--- config.mk ---
export PLATFORM = sky130hd
export DESIGN_NAME = rot_queue
export DESIGN_NICKNAME = d
export VERILOG_FILES = /design/src/rtl/rot_pkg.sv /design/src/rtl/rot_queue.sv
export SDC_FILE = /design/constraint.sdc
export NUM_CORES = 1
export LEC_CHECK = 0
export BUFFER_PORTS_ARGS = -buffer_cell sky130_fd_sc_hd__clkbuf_2
export CAP_MARGIN = 20
export CORE_ASPECT_RATIO = 1.4
export CORE_MARGIN = 10
export CORE_UTILIZATION = 57
export DETAILED_ROUTE_END_ITERATION = 8
export GPL_TIMING_DRIVEN = 1
export HOLD_SLACK_MARGIN = 0.12
export PLACE_DENSITY = 0.79
export SLEW_MARGIN = 10
export SYNTH_ARGS = -nofsm -noshare
export SYNTH_HDL_FRONTEND = slang
export SYNTH_SLANG_ARGS = --single-unit
--- constraint.sdc ---
create_clock -name clk -period 2.9 [get_ports clk]
set_clock_uncertainty 0.2 [all_clocks]
set_input_delay 0.29 -clock clk [delete_from_list [all_inputs] [get_ports clk]]
set_output_delay 0.29 -clock clk [all_outputs]
set_load 0.03 [all_outputs]
--- src/rtl/rot_pkg.sv ---
// shared types, constants and helpers for the 90 degree frame rotator
// no dependencies; rot_front, rot_queue, rot_back and the top level import this package
`default_nettype none

package rot_pkg;

    localparam int MAX_WIDTH    = 256;
    localparam int MAX_HEIGHT   = 256;
    localparam int MAX_CHANNELS = 4;
    localparam int STORE_DEPTH  = MAX_WIDTH * MAX_HEIGHT;
    localparam int ADDR_W       = $clog2(STORE_DEPTH);
    localparam int COUNT_W      = ADDR_W + 1;
    localparam int DIM_W        = 9;
    localparam int CHAN_W       = 3;
    localparam int CFG_DATA_W   = 9;
    localparam int CFG_INDEX_W  = 2;
    localparam int QUEUE_DEPTH  = 4;
    localparam int QPTR_W       = $clog2(QUEUE_DEPTH);

    typedef enum logic [CFG_INDEX_W-1:0] {
        REG_FRAME_WIDTH   = 2'd0,
        REG_FRAME_HEIGHT  = 2'd1,
        REG_CHANNEL_COUNT = 2'd2
    } reg_index_t;

    typedef enum logic {
        OP_WRITE = 1'b0,
        OP_READ  = 1'b1
    } op_t;

    typedef enum logic [1:0] {
        CMD_WRITE      = 2'd0,
        CMD_READ_PIXEL = 2'd1,
        CMD_READ_EMPTY = 2'd2
    } cmd_kind_t;

    // one classified beat handed from the front to the back
    typedef struct packed {
        cmd_kind_t         kind;
        logic [ADDR_W-1:0] addr;
        logic [31:0]       data;
        logic [CHAN_W-1:0] chans;
        logic              last;
    } cmd_t;

    function automatic logic [DIM_W-1:0] clamp_dim(input logic [DIM_W-1:0] v,
                                                   input logic [DIM_W-1:0] hi);
        logic [DIM_W-1:0] r;
        begin
            r = v;
            if (v == '0)
            begin
                r = DIM_W'(1);
            end
            else if (v > hi)
            begin
                r = hi;
            end
            return r;
        end
    endfunction

    function automatic logic [CHAN_W-1:0] clamp_chan(input logic [CHAN_W-1:0] v);
        logic [CHAN_W-1:0] r;
        begin
            r = v;
            if (v == '0)
            begin
                r = CHAN_W'(1);
            end
            else if (v > CHAN_W'(MAX_CHANNELS))
            begin
                r = CHAN_W'(MAX_CHANNELS);
            end
            return r;
        end
    endfunction

endpackage

`default_nettype wire

--- src/rtl/rot_queue.sv ---
// short command queue between front and back
// depends on rot_pkg
`default_nettype none

module rot_queue
    import rot_pkg::*;
(
    input  wire logic clk,
    input  wire logic rst_n,
    input  wire logic push,
    input  wire cmd_t push_cmd,
    input  wire logic pop,
    output cmd_t      head_cmd,
    output logic      full,
    output logic      empty
);

    cmd_t              entry_reg [QUEUE_DEPTH];
    logic [QPTR_W-1:0] wr_ptr_reg, wr_ptr_next;
    logic [QPTR_W-1:0] rd_ptr_reg, rd_ptr_next;
    logic [QPTR_W:0]   count_reg, count_next;

    assign full     = count_reg == (QPTR_W+1)'(QUEUE_DEPTH);
    assign empty    = count_reg == '0;
    assign head_cmd = entry_reg[rd_ptr_reg];

    always_comb
    begin
        wr_ptr_next = push ? wr_ptr_reg + QPTR_W'(1) : wr_ptr_reg;
        rd_ptr_next = pop  ? rd_ptr_reg + QPTR_W'(1) : rd_ptr_reg;
        count_next  = count_reg;
        if (push && !pop)
        begin
            count_next = count_reg + (QPTR_W+1)'(1);
        end
        else if (pop && !push)
        begin
            count_next = count_reg - (QPTR_W+1)'(1);
        end
    end

    always_ff @(posedge clk)
    begin
        if (push)
        begin
            entry_reg[wr_ptr_reg] <= push_cmd;
        end
    end

    always_ff @(posedge clk or negedge rst_n)
    begin
        if (!rst_n)
        begin
            wr_ptr_reg <= '0;
            rd_ptr_reg <= '0;
            count_reg  <= '0;
        end
        else
        begin
            wr_ptr_reg <= wr_ptr_next;
            rd_ptr_reg <= rd_ptr_next;
            count_reg  <= count_next;
        end
    end

endmodule

`default_nettype wire

======== Yosys cells after proc, flatten, opt, wreduce, memory -nomap -nowiden ========
Memories as Yosys holds them, arrays and structs flattened.
Cells that the tools add are included.
storage, ports and cells
  flip-flop bits (word level) ............. 7
  memory bits (writable) .................. 216
  input bits .............................. 58
  output and inout port bits .............. 56
  logic and storage cells ................. 19
  memories kept ........................... 1
cells by class
  add/sub/neg operators ................... 4
  equality and inequality tests ........... 1
  mux-type cells .......................... 4
  reduce and logical (&&, ||, !) cells .... 6
memories
  memory     depth  width  rd ports  clocked after Yosys merged registers in  wr ports  line             text
  entry_reg  4      54     1         0                                        1         rot_queue.sv:18  cmd_t entry_reg [QUEUE_DEPTH];
operators by type and width
  operator             number
  $mux 3               2
  $add 2x1->2 const B  2
  $add 3x1->3 const B  1
  $eq 3x3->1 const B   1
  $logic_not 3->1      1
  $sub 3x1->3 const B  1
  $logic_and 1x1->1    2
  $logic_not 1->1      2
  $mux 1               2
  $reduce_bool 2->1    1

======== Depth between registers and ports, before layout ========
Gate-level depths: netlist of run 1.
  depth in word-level cells ............... 4
  depth in mapped cells ................... 7
  depth with buffers taken out ............ 7

======== Worst setup path after synthesis of run 1 ========
No wires, ideal clock.
  kind .................................... register to register
  from .................................... register wr_ptr_reg[0]
  to ...................................... memory entry_reg[2][0] (netlist bit), enable pin
  setup time .............................. 0.417 ns
  arrival ................................. 1.897 ns
  data required time ...................... 2.283 ns
  setup slack ............................. 0.386 ns
  cell stages (with the launch flop) ...... 4
  path buffers ............................ 0
  clock period less this slack ............ 2.514 ns
  cell sequence ........................... dfrtp_1 -> inv_1 -> ha_1 -> and2_1
RTL lines
  element                 line             text
  from (decl)             rot_queue.sv:19  logic [QPTR_W-1:0] wr_ptr_reg, wr_ptr_next;
  from (signal assigned)  rot_queue.sv:60  wr_ptr_reg <= wr_ptr_next;
  to (decl)               rot_queue.sv:18
No word-level cell before the write port.

==> flow_summary.ini, run 1 <==
[synthesis]
synth_mux_area_share_pct = 15.0
ys_async_sr_fraction_pct = 3.14
seq_area_frac_synth_pct = 81.4
synth_area_per_cell_um2 = 25.9
synth_edf_count = 216
synthCells = 316
synth.most_common_cell = edfxtp_1
synth_top_family_by_area = multiplexers
post-synth-top-area-cell = edfxtp_1
synth_nets = 380
synth.top_cell.area_share_pct = 79.2
synth.distinct_cells = 18
synth_ff_type = edfxtp_1
synthTopCellsByCount = 216 x edfxtp_1, 54 x mux4_2, 7 x dfrtp_1
synth_warnings = 0
synth_fa_ha_area_share_pct = 1.01
synth-xor-area-share_pct = 0.642
synth_area_leaders = edfxtp_1 79%, mux4_2 15%, dfrtp_1 2.1%, ha_1 0.76%, buf_6 0.69%
syn_area_um2 = 8190
synth-compound-area-share_pct = 0.0611
yosys.area_share.simple_pct = 0.596
ys_seq_elements = 223

[power]
clkPwrFrac_pct = 22.8
power.net_switching_uw = 3550
power_frac_comb_pct = 34.4
leakage_uw = 0.00360
p_per_area_nw_per_um2 = 1030
p_seq_share_pct = 42.8
p_int_uw = 6920
swShare_pct = 33.9
ir_drop_v = 0.000631

[route]
viasPerCell = 5.53
vias = 3926
drtPass1Iterations = 7
ant_nets = 0
wl_per_cell_um = 21.8
drc = 0
wl_um = 15500
first_iter_violations = 256

[place]
place_area_um2 = 9030
dp.cells = 616
hpwl_um = 9680
portBuffers = 113
place.gp.congestion = 0.730

[floorplanning]
start_util_pct = 58.6
coreArea_um2 = 14000
dieArea_um2 = 19600
die_w_um = 121
die_y_um = 162
ios = 114
row_count = 51

[timing]
worst_pin_slew_ps = 514
setup_viol = 0
fmax_mhz = 371
drv_slew = 0
fin_setup_tns_ps = 0
min_period_ps = 2700
report.final.hold_viol_count = 0
rsz0062_at_grt = false
relSlewSlack_pct = 65.8
min_period_over_period_pct = 93.0

[worst_setup_path]
crit_required_ps = 2410
critPathArrivalTime_ps = 2210
r2r_end = entry_reg[2][22]
end_kind = output pin
rrSetupSlack_ps = 920
crit_fanout = 22
regToRegStartpoint = wr_ptr_reg[0]
start_kind = flip-flop
r2r_cells = 4
worst-setup-path-type = reg2out

[cells_and_area]
fill_cells = 799
layout.nets = 576
diodes = 0
largest_reg_flops = 216
post_route_cells_drive_above_1_share_pct = 41.1
syn2layout_area_growth_pct = 24.7
design_area_um2 = 10200
fin_cells = 710
utilization_pct = 73.0

[grt]
grt_pass1_vias = 4349
grt_pass1_wl_um = 24500
gr-usage-all-layers_pct = 16.1
antenna_found_initial = 0
grt_start_max_net_pins = 36
grt-ovfl-total = 0

[clock_network]
clk_pin_slew_worst_paths_ps = 60
cts_root_buffer = clkbuf_16
clk_latency_ps = 480
cts_max_level = 1
clkSinkCount = 223
numCtsBuffers = 21
cts_tree = built
clock_path_buffers = 3
cts_setup_buffers = 0

[status]
status = finished, final reports clean

[worst_hold_path]
min_path_cells = 1
min_to = count_reg[2]
min_from = count_reg[2]
hold_class = reg2reg

[flow_run]
drv_cap = 0
[through the flow]
stage	hold WS [ps]	power [uW]	setup slack, ps
after floorplan	-206	7110	386
after global placement	-64.2	8090	666
after detailed placement	-56.5	8160	657
after CTS	299	10600	140
after global routing	331	11000	56.8
final	306	10500	203
[layout make-up]
| type | instances | area (um^2) | share of cell area (%) |
|---|---|---|---|
| flip-flops and latches | 223 | 6670 | 65.3 |
| multi-input cells | 77 | 1420 | 13.9 |
| repair buffers | 185 | 1280 | 12.5 |
| clock buffers | 24 | 537 | 5.26 |
| well taps | 185 | 231 | 2.27 |
| clock inverters | 12 | 58.8 | 0.576 |
| inverters | 4 | 15.0 | 0.147 |
[routing by layer]
| layer | wire length, um | GRT usage (%) | vias up |
|---|---|---|---|
| li1 | - | - | 1738 |
| met1 | 5780 | 19.2 | 2023 |
| met2 | 8250 | 27.8 | 131 |
| met3 | 977 | 3.33 | 34 |
| met4 | 460 | 6.52 | 0 |
| met5 | 0 | 0 | - |
[worst max-delay path, stage by stage, from the launching register on]
cell and delay, ps:
dfrtp_4 720, buf_4 280, mux4_2 520, clkbuf_2 200
[logic make-up (layout without fill, tap and decap cells)]
group                    Yosys count  count (layout)
flip-flops                       223             223
multiplexers                      55              55
buffers and inverters             16             225
AND/OR/NAND/NOR                    9               9
adder cells (fa/ha/maj)            6               6
XOR/XNOR                           6               6
AO/OA/AOI/OAI                      1               1
[power by group through the flow]
| stage | logic, uW | clock network, uW | registers [uW] |
|---|---|---|---|
| 6_report | 3600 | 2380 | 4480 |
| 5_1_grt | 3850 | 2570 | 4550 |
| 4_1_cts | 3680 | 2440 | 4500 |
| 3_5_place_dp | 3600 | 0 | 4560 |
| 3_3_place_gp | 3580 | 0 | 4500 |
| 2_1_floorplan | 2700 | 0 | 4410 |
[repair_timing]
item | CTS | global route
resized for setup | 0 | 0
hold endpoints to repair | 228 | 0
hold buffers | 58 | 0
[worst max path at each step]
stage,startpoint,end
finish,rd_ptr_reg[0],head_cmd[26]
global placement,rd_ptr_reg[0],head_cmd[31]
global route,rd_ptr_reg[0],head_cmd[26]
floorplan,wr_ptr_reg[0],entry_reg[2][0]
CTS,rd_ptr_reg[0],head_cmd[22]
detailed placement,rd_ptr_reg[0],head_cmd[26]
[placed cells by master, fill, tap and decap left out, drive strengths merged, types with 5 or more instances in the layout]
master | synthesis | routed
dfrtp | 7 | 7
mux4 | 54 | 54
clkbuf | 0 | 137
ha | 5 | 5
clkinv | 0 | 10
buf | 12 | 14
dlygate4sd3 | 0 | 58
edfxtp | 216 | 216
Note: power is estimated with default switching activity, not from simulation.
==> run 2, diff against run 1 <==
==> constraint.sdc (replaced) <==
create_clock -name clk -period 2.9 [get_ports clk]
set_clock_uncertainty 0.2 [all_clocks]
set_input_delay 0 -clock clk [delete_from_list [all_inputs] [get_ports clk]]
set_output_delay 0 -clock clk [all_outputs]
set_load 0.03 [all_outputs]
==> run 2 against run 1 <==
  * Combinational power is essentially flat
  * Highest routed layer unchanged
  * Critical path type unchanged
  * Final cell count grew 7.3%
  * Sequential power rose by 1%
  * Total power increased by 1.1%
  * Fmax is 9.3% higher
  * Setup slack better by 230 ps
  * Sequential cell count did not move
==> flow_summary.ini, run 2 (synthesis gave the netlist of run 1 again) <==
[power]
power_frac_comb_pct = 34.0
p_int_uw = 7020
swShare_pct = 33.7
ir_drop_v = 0.000756
clkPwrFrac_pct = 23.2
leakage_uw = 0.00384
p_per_area_nw_per_um2 = 983
p_seq_share_pct = 42.8
power.net_switching_uw = 3560

[worst_setup_path]
crit_fanout = 20
r2r_end = entry_reg[1][47]
r2r_cells = 4
end_kind = output pin
cpPeakStageDelay_ps = 680
rrSetupSlack_ps = 1090
worst-setup-path-type = reg2out
start_kind = flip-flop
critPathArrivalTime_ps = 2270
path_cells = buf_4, mux4_2, clkbuf_2
crit_required_ps = 2700
regToRegStartpoint = wr_ptr_reg[1]
crit_path_top_delay_cell = dfrtp_4

[grt]
use_met2_pct = 29.2
grt_use_met3_pct = 3.30
grt_start_max_net_pins = 34
grt_pass1_wl_um = 25600
gr-usage-all-layers_pct = 16.6
busiest_layer = met2
grt_pass1_vias = 4534
antenna_found_initial = 1
grt-ovfl-total = 0
gr-usage-met1_pct = 20.1

[floorplanning]
ios = 114
row_count = 51
die_w_um = 121
dieArea_um2 = 19600
die_y_um = 162
coreArea_um2 = 14000
start_util_pct = 58.6

[clock_network]
numCtsBuffers = 20
cts_max_level = 1
cts_setup_buffers = 0
clk_pin_slew_worst_paths_ps = 60
cts_tree = built
clkSinkCount = 223
cts_root_buffer = clkbuf_16
cts_hold_buf = 112
clock_path_buffers = 3
cts_resized = 0
clk_latency_ps = 480

[worst_hold_path]
min_from = push_cmd[23]
min_path_cells = 2
hold_class = in2reg
min_to = entry_reg[2][23]

[timing]
rsz0062_at_grt = false
setup_slack_ps = 433
fmax_mhz = 405
worst_pin_slew_ps = 608
setup_viol = 0
min_period_ps = 2470
min_period_over_period_pct = 85.1
relSlewSlack_pct = 59.5
fin_setup_tns_ps = 0
report.final.hold_viol_count = 0
drv_slew = 0
holdWs_ps = 142

[place]
place.gp.congestion = 0.714
pre_cts_ws_ps = 890
hpwl_um = 9350
portBuffers = 113
dp.cells = 613

[route]
wl_per_cell_um = 21.1
drc = 0
ant_nets = 0
viasPerCell = 5.41
first_iter_violations = 246
drtPass1Iterations = 6
wl_um = 16100
vias = 4125

[cells_and_area]
layout_common_cells = 216 x edfxtp_1, 113 x clkbuf_2, 112 x dlygate4sd3_1, 54 x mux4_2, 21 x clkbuf_16
syn2layout_area_growth_pct = 31.5
utilization_pct = 77.0
layout.nets = 626
fin_cells = 762
post_route_cells_drive_above_1_share_pct = 37.2
layout_commonest_cell = edfxtp_1
largest_reg_flops = 216

[flow_run]
drv_cap = 0

[status]
status = finished, final reports clean
==> run 2: cell types whose count changed in the layout (fill, tap and decap cells not counted), sizes merged <==
cell | before | now
clkinvlp | 2 | 0
buf | 14 | 11
clkbuf | 137 | 139
diode | 0 | 1
dlygate4sd3 | 58 | 112
==> run 2: area by class of cell <==
class                   instances  area (um^2)
flip-flops and latches        223         6670
clock buffers                  26          574
inverters                       4         15.0
well taps                     185          231
multi-input cells              77         1420
fillers                       757         3210
diodes                          1         2.50
repair buffers                236         1810
clock inverters                10         43.8
==> run 2: through the flow <==
stage | area [um^2] | total power [uW]
floorplan | 8190 | 7110
global placement | 9020 | 8060
detailed placement | 9020 | 8140
CTS | 10800 | 10700
global route | 10800 | 11100
finish | 10800 | 10600
==> run 2: per-layer routing <==
layer,vias up,routed length (um)
met5,-,0
met4,0,295
met3,19,973
met2,117,8840
met1,2149,5950
li1,1840,-
==> run 2: critical path: cells and delay by family, from the launching register on <==
kind	cells	cell delay, ps
flops	1	680
mux	1	550
buf+inv	2	550
==> run 2: power by group through the flow <==
stage,Clock [uW],Combinational [uW],Sequential [uW]
finish,2450,3600,4530
detailed placement,0,3540,4600
CTS,2510,3670,4540
global route,2640,3820,4600
floorplan,0,2700,4410
global placement,0,3510,4550
==> run 2: how the worst max path moves through the flow <==
stage,startpoint,to,depth (start not counted)
finish,rd_ptr_reg[0],head_cmd[30],3
global route,rd_ptr_reg[0],head_cmd[17],3
CTS,rd_ptr_reg[0],head_cmd[17],3
detailed placement,rd_ptr_reg[0],head_cmd[17],3
global placement,rd_ptr_reg[0],head_cmd[17],3
floorplan,wr_ptr_reg[0],entry_reg[2][0],3
