File: config.mk
export PLATFORM = sky130hd
export DESIGN_NAME = rot_front_flat
export DESIGN_NICKNAME = d
export VERILOG_FILES = /design/src/rtl/rot_pkg.sv /design/src/rtl/rot_in_if.sv /design/src/rtl/rot_front.sv /design/src/flat_wrapper.sv
export SDC_FILE = /design/constraint.sdc
export NUM_CORES = 1
export LEC_CHECK = 0
export ABC_AREA = 1
export BUFFER_PORTS_ARGS = -buffer_cell sky130_fd_sc_hd__buf_2
export CORE_MARGIN = 2
export CORE_UTILIZATION = 60
export CTS_CLUSTER_SIZE = 20
export DETAILED_ROUTE_END_ITERATION = 10
export GPL_TIMING_DRIVEN = 0
export PLACE_DENSITY = 0.8
export SLEW_MARGIN = 40
export SYNTH_ARGS = -nofsm -noshare
export SYNTH_HDL_FRONTEND = slang
export SYNTH_SLANG_ARGS = --single-unit
export TNS_END_PERCENT = 100
File: constraint.sdc
create_clock -name clk -period 16.9 [get_ports clk]
set_clock_uncertainty 0.2 [all_clocks]
set_input_delay 1.69 -clock clk [delete_from_list [all_inputs] [get_ports clk]]
set_output_delay 1.69 -clock clk [all_outputs]
set_load 0.02 [all_outputs]
File: src/rtl/rot_pkg.sv
// shared types, constants and helpers for the 90 degree frame rotator
// no dependencies; rot_front, rot_queue, rot_back and the top level import this package
`default_nettype none

package rot_pkg;

    localparam int MAX_WIDTH    = 256;
    localparam int MAX_HEIGHT   = 256;
    localparam int MAX_CHANNELS = 4;
    localparam int STORE_DEPTH  = MAX_WIDTH * MAX_HEIGHT;
    localparam int ADDR_W       = $clog2(STORE_DEPTH);
    localparam int COUNT_W      = ADDR_W + 1;
    localparam int DIM_W        = 9;
    localparam int CHAN_W       = 3;
    localparam int CFG_DATA_W   = 9;
    localparam int CFG_INDEX_W  = 2;
    localparam int QUEUE_DEPTH  = 4;
    localparam int QPTR_W       = $clog2(QUEUE_DEPTH);

    typedef enum logic [CFG_INDEX_W-1:0] {
        REG_FRAME_WIDTH   = 2'd0,
        REG_FRAME_HEIGHT  = 2'd1,
        REG_CHANNEL_COUNT = 2'd2
    } reg_index_t;

    typedef enum logic {
        OP_WRITE = 1'b0,
        OP_READ  = 1'b1
    } op_t;

    typedef enum logic [1:0] {
        CMD_WRITE      = 2'd0,
        CMD_READ_PIXEL = 2'd1,
        CMD_READ_EMPTY = 2'd2
    } cmd_kind_t;

    // one classified beat handed from the front to the back
    typedef struct packed {
        cmd_kind_t         kind;
        logic [ADDR_W-1:0] addr;
        logic [31:0]       data;
        logic [CHAN_W-1:0] chans;
        logic              last;
    } cmd_t;

    function automatic logic [DIM_W-1:0] clamp_dim(input logic [DIM_W-1:0] v,
                                                   input logic [DIM_W-1:0] hi);
        logic [DIM_W-1:0] r;
        begin
            r = v;
            if (v == '0)
            begin
                r = DIM_W'(1);
            end
            else if (v > hi)
            begin
                r = hi;
            end
            return r;
        end
    endfunction

    function automatic logic [CHAN_W-1:0] clamp_chan(input logic [CHAN_W-1:0] v);
        logic [CHAN_W-1:0] r;
        begin
            r = v;
            if (v == '0)
            begin
                r = CHAN_W'(1);
            end
            else if (v > CHAN_W'(MAX_CHANNELS))
            begin
                r = CHAN_W'(MAX_CHANNELS);
            end
            return r;
        end
    endfunction

endpackage

`default_nettype wire

File: src/rtl/rot_in_if.sv
// input channel: op plus the four channel bytes of a written pixel
// no dependencies
`default_nettype none

interface rot_in_if;
    logic       valid;
    logic       ready;
    logic       op;
    logic [7:0] chan0_in;
    logic [7:0] chan1_in;
    logic [7:0] chan2_in;
    logic [7:0] chan3_in;

    modport source (output valid, output op, output chan0_in, output chan1_in,
                    output chan2_in, output chan3_in, input ready);
    modport sink   (input valid, input op, input chan0_in, input chan1_in,
                    input chan2_in, input chan3_in, output ready);
endinterface

`default_nettype wire

File: src/rtl/rot_front.sv
// front end: config registers, frame counters and address generation
// depends on rot_pkg and rot_in_if
`default_nettype none

module rot_front
    import rot_pkg::*;
(
    input  wire logic                   clk,
    input  wire logic                   rst_n,
    input  wire logic                   cfg_write_en,
    input  wire logic [CFG_INDEX_W-1:0] cfg_index,
    input  wire logic [CFG_DATA_W-1:0]  cfg_data,
    rot_in_if.sink                      pixel_in,
    input  wire logic                   queue_full,
    output logic                        push,
    output cmd_t                        cmd
);

    logic [DIM_W-1:0]   width_reg;
    logic [DIM_W-1:0]   height_reg;
    logic [CHAN_W-1:0]  chans_reg;
    logic [COUNT_W-1:0] write_count_reg, write_count_next;
    logic [DIM_W-1:0]   out_row_reg, out_row_next;
    logic [DIM_W-1:0]   out_col_reg, out_col_next;
    logic               read_done_reg, read_done_next;

    logic [COUNT_W-1:0] total;
    logic               complete;
    logic [DIM_W-1:0]   src_row;
    logic [COUNT_W-1:0] addr_full;
    logic [COUNT_W-1:0] base;
    logic               row_last;
    logic               col_last;
    logic               in_range;

    assign pixel_in.ready = !queue_full;
    assign push           = pixel_in.valid && !queue_full;

    // registers are clamped on the way in
    always_ff @(posedge clk or negedge rst_n)
    begin
        if (!rst_n)
        begin
            width_reg  <= DIM_W'(MAX_WIDTH);
            height_reg <= DIM_W'(MAX_HEIGHT);
            chans_reg  <= CHAN_W'(3);
        end
        else if (cfg_write_en)
        begin
            unique case (reg_index_t'(cfg_index))
                REG_FRAME_WIDTH:   width_reg  <= clamp_dim(cfg_data, DIM_W'(MAX_WIDTH));
                REG_FRAME_HEIGHT:  height_reg <= clamp_dim(cfg_data, DIM_W'(MAX_HEIGHT));
                REG_CHANNEL_COUNT: chans_reg  <= clamp_chan(cfg_data[CHAN_W-1:0]);
                default:           ;
            endcase
        end
    end

    assign total     = {{(COUNT_W-DIM_W){1'b0}}, width_reg}
                     * {{(COUNT_W-DIM_W){1'b0}}, height_reg};
    assign complete  = write_count_reg >= total;
    assign src_row   = height_reg - DIM_W'(1) - out_col_reg;
    assign addr_full = {{(COUNT_W-DIM_W){1'b0}}, src_row}
                     * {{(COUNT_W-DIM_W){1'b0}}, width_reg}
                     + {{(COUNT_W-DIM_W){1'b0}}, out_row_reg};
    assign row_last  = out_row_reg == width_reg - DIM_W'(1);
    assign col_last  = out_col_reg == height_reg - DIM_W'(1);
    assign in_range  = (out_row_reg < width_reg) && (out_col_reg < height_reg);
    assign base      = complete ? '0 : write_count_reg;

    always_comb
    begin
        write_count_next = write_count_reg;
        out_row_next     = out_row_reg;
        out_col_next     = out_col_reg;
        read_done_next   = read_done_reg;
        cmd.kind         = CMD_READ_EMPTY;
        cmd.addr         = base[ADDR_W-1:0];
        cmd.data         = {pixel_in.chan3_in, pixel_in.chan2_in,
                            pixel_in.chan1_in, pixel_in.chan0_in};
        cmd.chans        = chans_reg;
        cmd.last         = 1'b0;

        if (push)
        begin
            if (op_t'(pixel_in.op) == OP_WRITE)
            begin
                cmd.kind = CMD_WRITE;
                write_count_next = base + COUNT_W'(1);
                if (complete)
                begin
                    out_row_next   = '0;
                    out_col_next   = '0;
                    read_done_next = 1'b0;
                end
            end
            else
            begin
                priority if (!complete || read_done_reg)
                begin
                    cmd.kind = CMD_READ_EMPTY;
                end
                else if (!in_range)
                begin
                    cmd.kind       = CMD_READ_EMPTY;
                    read_done_next = 1'b1;
                end
                else
                begin
                    cmd.kind = CMD_READ_PIXEL;
                    cmd.addr = addr_full[ADDR_W-1:0];
                    cmd.last = row_last && col_last;
                    if (col_last)
                    begin
                        out_col_next = '0;
                        out_row_next = out_row_reg + DIM_W'(1);
                        if (row_last)
                        begin
                            read_done_next = 1'b1;
                        end
                    end
                    else
                    begin
                        out_col_next = out_col_reg + DIM_W'(1);
                    end
                end
            end
        end
    end

    always_ff @(posedge clk or negedge rst_n)
    begin
        if (!rst_n)
        begin
            write_count_reg <= '0;
            out_row_reg     <= '0;
            out_col_reg     <= '0;
            read_done_reg   <= 1'b0;
        end
        else
        begin
            write_count_reg <= write_count_next;
            out_row_reg     <= out_row_next;
            out_col_reg     <= out_col_next;
            read_done_reg   <= read_done_next;
        end
    end

endmodule

`default_nettype wire

File: src/flat_wrapper.sv
// flat-port wrapper written by rule: the top's interface ports become plain ports
module rot_front_flat import rot_pkg::*;
  (clk, rst_n, cfg_write_en, cfg_index, cfg_data, queue_full, push, cmd, pixel_in_valid, pixel_in_op, pixel_in_chan0_in, pixel_in_chan1_in, pixel_in_chan2_in, pixel_in_chan3_in, pixel_in_ready);
  rot_in_if pixel_in_i ();
  input  wire logic clk;
  input  wire logic rst_n;
  input  wire logic cfg_write_en;
  input  wire logic [CFG_INDEX_W-1:0] cfg_index;
  input  wire logic [CFG_DATA_W-1:0] cfg_data;
  input  wire logic queue_full;
  output logic push;
  output cmd_t cmd;
  input wire logic [$bits(pixel_in_i.valid)-1:0] pixel_in_valid;
  input wire logic [$bits(pixel_in_i.op)-1:0] pixel_in_op;
  input wire logic [$bits(pixel_in_i.chan0_in)-1:0] pixel_in_chan0_in;
  input wire logic [$bits(pixel_in_i.chan1_in)-1:0] pixel_in_chan1_in;
  input wire logic [$bits(pixel_in_i.chan2_in)-1:0] pixel_in_chan2_in;
  input wire logic [$bits(pixel_in_i.chan3_in)-1:0] pixel_in_chan3_in;
  output wire logic [$bits(pixel_in_i.ready)-1:0] pixel_in_ready;
  assign pixel_in_i.valid = pixel_in_valid;
  assign pixel_in_i.op = pixel_in_op;
  assign pixel_in_i.chan0_in = pixel_in_chan0_in;
  assign pixel_in_i.chan1_in = pixel_in_chan1_in;
  assign pixel_in_i.chan2_in = pixel_in_chan2_in;
  assign pixel_in_i.chan3_in = pixel_in_chan3_in;
  assign pixel_in_ready = pixel_in_i.ready;
  rot_front u_core (.clk(clk), .rst_n(rst_n), .cfg_write_en(cfg_write_en), .cfg_index(cfg_index), .cfg_data(cfg_data), .pixel_in(pixel_in_i), .queue_full(queue_full), .push(push), .cmd(cmd));
endmodule
After elaboration in Yosys (flattened, before gate mapping)
Index checks and enable logic that the tools add are counted.

Word-level logic and storage cells: 79. Output and inout port bits: 56. Register bits after elaboration: 57. Bits of input ports: 49.

Order comparisons: 5. Reduce and logical (&&, ||, !) cells: 17. Mux-type cells: 31. Eq/ne operators: 9. Multiply operators: 2. Add/subtract/negate cells: 7. Bitwise operators: 1.

Operator list (number): 2-to-1 mux 9 bit (11); 2-to-1 mux 16 bit (3); adder 9 x 1 -> 9 bit (second input constant) (2); == test 9 bit (2); < comparator 9 bit (2); 2-to-1 mux 18 bit (1); subtractor 9 x 1 -> 9 bit (second input constant) (2); adder 17 x 1 -> 17 bit (second input constant) (1); greater-or-equal comparator 17 bit (1); multiplier 9 x 9 -> 17 bit (1); 2-to-1 mux 17 bit (1); adder 16 x 9 -> 16 bit (1); multiplier 9 x 9 -> 16 bit (1); 2-to-1 mux 1 bit (10); AND reduction 5 bit (2); greater-than comparator 9 bit (second input constant) (1); logical NOT 9 bit (1); subtractor 9 bit (1); AND reduction 2 bit (4); 2-to-1 mux 2 bit (3); 2-to-1 mux 3 bit (2); != test 3 x 2 -> 1 bit (second input constant) (2); != test 2 x 1 -> 1 bit (second input constant) (2); AND reduction 4 bit (1); other kinds (11) (14).

Depth between registers and ports, before layout
Depth in word-level cells: 8. Depth in mapped cells: 41. Depth with buffers taken out: 37.

Worst setup path before layout
OpenSTA, ideal clock, no wires.

Kind: register to output. From: reg u_core.height_reg[0]. To: out cmd[48] (netlist bit). Path slack: 8.483 ns. Data required time: 15.010 ns. Cell stages (with the launch flop): 33. Arrival: 6.527 ns. Buffers on the path: 1. Cells stage by stage: dfrtp_1 > clkbuf_1 > inv_1 > ha_1 > xor2_1 > ha_1 > nand2_1 > o21ai_0 > inv_1 > nor2_1 > a21oi_1 > xnor2_1 > nand2_1 > fa_1 > inv_1 > fa_1 > inv_1 > fa_1 > inv_1 > fa_1 > inv_1 > fa_1 > inv_1 > ha_1 > nand2_1 > a21oi_1 > a211oi_1 > nand3_1 > nand3_1 > nand2_1 > nand2_1 > nand2_1 > o22ai_1.

RTL lines: start, declared (RTL line rot_front.sv:20) `logic [DIM_W-1:0] height_reg;`; start signal, assigned (RTL line rot_front.sv:45) `height_reg <= DIM_W'(MAX_HEIGHT);`; start signal, assigned (RTL line rot_front.sv:52) `REG_FRAME_HEIGHT: height_reg <= clamp_dim(cfg_data, DIM_W'(MAX_HEIGHT));`; end, declared (RTL line flat_wrapper.sv:12) `output cmd_t cmd;`.

==> impl_results.md <==
- Tmin final: 9.974 ns
- First-pass GRT wire length: around 46000 um
- Placement Cell Area: between 10000 and 15000 sq um
- Post-DP HPWL: about 22000 um
- TritonCTS clock tree: done
- Max FFs per register: 17
- Final WL: approximately 27000 um
- Die W: 137.4 um
- Initial core utilization: approximately three fifths
- Number of CTS-inserted buffers: 9
- CTS-repair resized insts: 0
- Share of cells above drive strength 1: 11.14%
- Commonest register cell after synthesis: dfrtp_1
- Setup WS pre-CTS: 7.472 ns
- Avg Inst Size Synth: 7.199 sq um
- DRT Pass-1 Iters: 5
- Post-synthesis register bit count: 57
- Overflow after GRT: 0
- Gpl congestion: 0.9722
- Port Buffers: 71
- Post-synthesis net count: 1765
- Yosys warning total: 0
- Antenna diodes: 0
- Crit path launch type: flop
- Die Y: 137.4 um
- Worst r2r path cells: 36
- Clock sinks: 57
- Post-synth ARST share: 100.0%
- Setup tns final: 0 ns
- CP max stage cell: xnor2_1
- Fmax: 100.3 MHz
- Htree depth: 3
- CP Capture Type: output pin
- Slowest cell delay on critical path: 0.55 ns
- HP Class: flop to flop
- Vias in the first global route: 9661
- Row count: 48
- Hold_buf cts: 0
- Least-Margin Pin Slew: 0.7291 ns
- Post-Syn Area: approximately 11000 sq um
- Run status: completed
- Largest net degree at the start of global routing: 58
- Detailed-route wire length per cell: approximately 15 um
- Antenna violations before repair: 0
- DRT iter0 DRCs: 643
- Critical path depth: 29
- Worst Path Arrival: 8.08 ns
- Worst setup margin: 6.926 ns
- Fin nets: 1847
- Area grow syn2layout: 8.679%
- Cells after DPL: around 1800
- Die area: 18890 sq um
- Insertion delay to the later sink of the worst-skew pair: about 0.36 ns
- Hold-critical path depth: 2
- Design Area, Final: 11610 sq um
- Cell family with most CP delay: adder cells
- CP required: roughly 15 ns
- Via count: between 9000 and 10000
- Clock slew at reported path FFs: around 0.06 ns
- Post-route ant nets: 0
- Post-synth cell types: 52
- Post-route insts no fill: 1796
- Root Driver: clkbuf_16
- Maximum capacitance violations: 0
- Post-CTS setup buffer count: 0
- EDFF count, synth: 0
- Overall Global Routing Usage: 30.83%
- Drt via density: around 5.3
- DRC viols: 0
- Cells after Synth: 1484
- Final Hold Vio Count: 0
- Relative slew margins: 51.02%
- CP most frequent cell: inv_1
- Max Root-Sink Buffers: 2
- I/O Pins: 105
- Crit Path Max Fanout: 10
- RSZ-0062 raised after global routing: no
- Crit path kind: flop to output pin
- Sequential share of the synthesized area: 13.40%
- Final setup fails: 0
- Crit share post-route: 59.02%
- Bufs and invs on worst path: 7
- Final-report max-slew violation count: 0
- Core ar.: 17360 sq um
[cells in the mapped netlist, types with 16 or more instances]
cell / n / area, sq um
nand2_1: 357 / 1340
inv_1: 319 / 1197
ha_1: 128 / 1602
nor2_1: 113 / 424.2
fa_1: 104 / 2082
dfrtp_1: 53 / 1326
o21ai_0: 51 / 255.2
xor2_1: 50 / 437.9
a21oi_1: 45 / 225.2
nand3_1: 40 / 200.2
buf_4: 34 / 255.2
nor3_1: 24 / 120.1
clkbuf_1: 23 / 86.33
xnor2_1: 16 / 140.1
[layout make-up]
| class | instances | area, sq um |
|---|---|---|
| well taps | 225 | 281.5 |
| flip-flops and latches | 57 | 1431 |
| multi-input cells | 1027 | 7592 |
| clock buffers | 9 | 225.2 |
| plain buffers | 71 | 421.7 |
| fillers | 1520 | 5747 |
| repair buffers | 71 | 361.6 |
| inverters | 329 | 1237 |
| clock inverters | 7 | 58.81 |
[metal layers]
layer | part of all wire [%] | vias up | track usage (%)
met4 | 3.3 | 0 | 11.74
met1 | 42 | 4492 | 38.09
li1 | - | 4673 | -
met2 | 49 | 334 | 54.23
met5 | 0 | - | 0
met3 | 5.7 | 65 | 4.709
[path summary, 6_finish.rpt]
kind                       slack (ns)            startpoint                         end
hold / removal                   0.27   u_core.chans_reg[1]         u_core.chans_reg[1]
max in group asynchronous       14.96                 rst_n         u_core.width_reg[0]
setup / recovery                 6.93  u_core.height_reg[0]                     cmd[49]
hold reg to reg                  0.27   u_core.chans_reg[1]         u_core.chans_reg[1]
setup reg to reg                 8.77   u_core.width_reg[1]  u_core.write_count_reg[12]
min in group asynchronous        1.10                 rst_n  u_core.write_count_reg[15]
[tightest hold or removal path, cell delays in order, from the launching register on]
cell	delay (ns)
dfstp_2	0.37
nand2_1	0.06
nand2_1	0.05
[metrics by stage]
stage / utilization (%) / hold slack (ns)
5_1_grt: 66.89 / 0.3013
6_report: 66.89 / 0.2719
3_5_place_dp: 65.23 / 0.2674
3_3_place_gp: 65.22 / 0.2584
2_1_floorplan: - / 0.2412
4_1_cts: 66.87 / 0.2749
[cells in the final DEF (no fill, tap or decap), types with 2 or more instances in the layout]
| cell type | synthesis | routed |
|---|---|---|
| o211ai_1 | 2 | 2 |
| o21ai_1 | 6 | 6 |
| fa_1 | 104 | 104 |
| inv_1 | 319 | 319 |
| a21oi_1 | 45 | 45 |
| nor4_1 | 7 | 7 |
| clkinv_1 | 4 | 4 |
| inv_2 | 5 | 5 |
| ha_1 | 128 | 128 |
| nand3b_1 | 4 | 4 |
| dfrtp_1 | 53 | 53 |
| nand2_2 | 7 | 7 |
| nor3_2 | 7 | 7 |
| a211oi_1 | 3 | 3 |
| buf_4 | 34 | 34 |
| nand2_1 | 357 | 357 |
| o21ai_0 | 51 | 51 |
| o31ai_1 | 3 | 3 |
| clkbuf_1 | 23 | 23 |
| dfstp_2 | 4 | 4 |
| clkbuf_16 | 0 | 9 |
| nand4_4 | 2 | 2 |
| or2_2 | 4 | 4 |
| buf_2 | 8 | 78 |
| nor2_1 | 113 | 113 |
| buf_1 | 4 | 4 |
| nor2_4 | 2 | 2 |
| nand3_1 | 40 | 40 |
| clkinvlp_4 | 0 | 2 |
| o2111ai_1 | 3 | 3 |
| nor3_4 | 2 | 2 |
| nor3_1 | 24 | 24 |
| xor2_1 | 50 | 50 |
| nor2_2 | 6 | 6 |
| a21o_1 | 2 | 2 |
| inv_6 | 0 | 5 |
| o22ai_1 | 12 | 12 |
| xnor2_1 | 16 | 16 |
| nand4_1 | 14 | 14 |
[logic make-up after synthesis]
group | after synthesis | synth area share (%)
flops | 57 | 13.40
fa+ha+maj | 232 | 34.48
xor+xnor | 67 | 5.563
simple gates | 595 | 24.16
buf+inv | 400 | 15.53
compound gates | 133 | 6.863
Power is not shown: default switching activity piles up to over one toggle a cycle in this logic, so the estimate is an artifact.
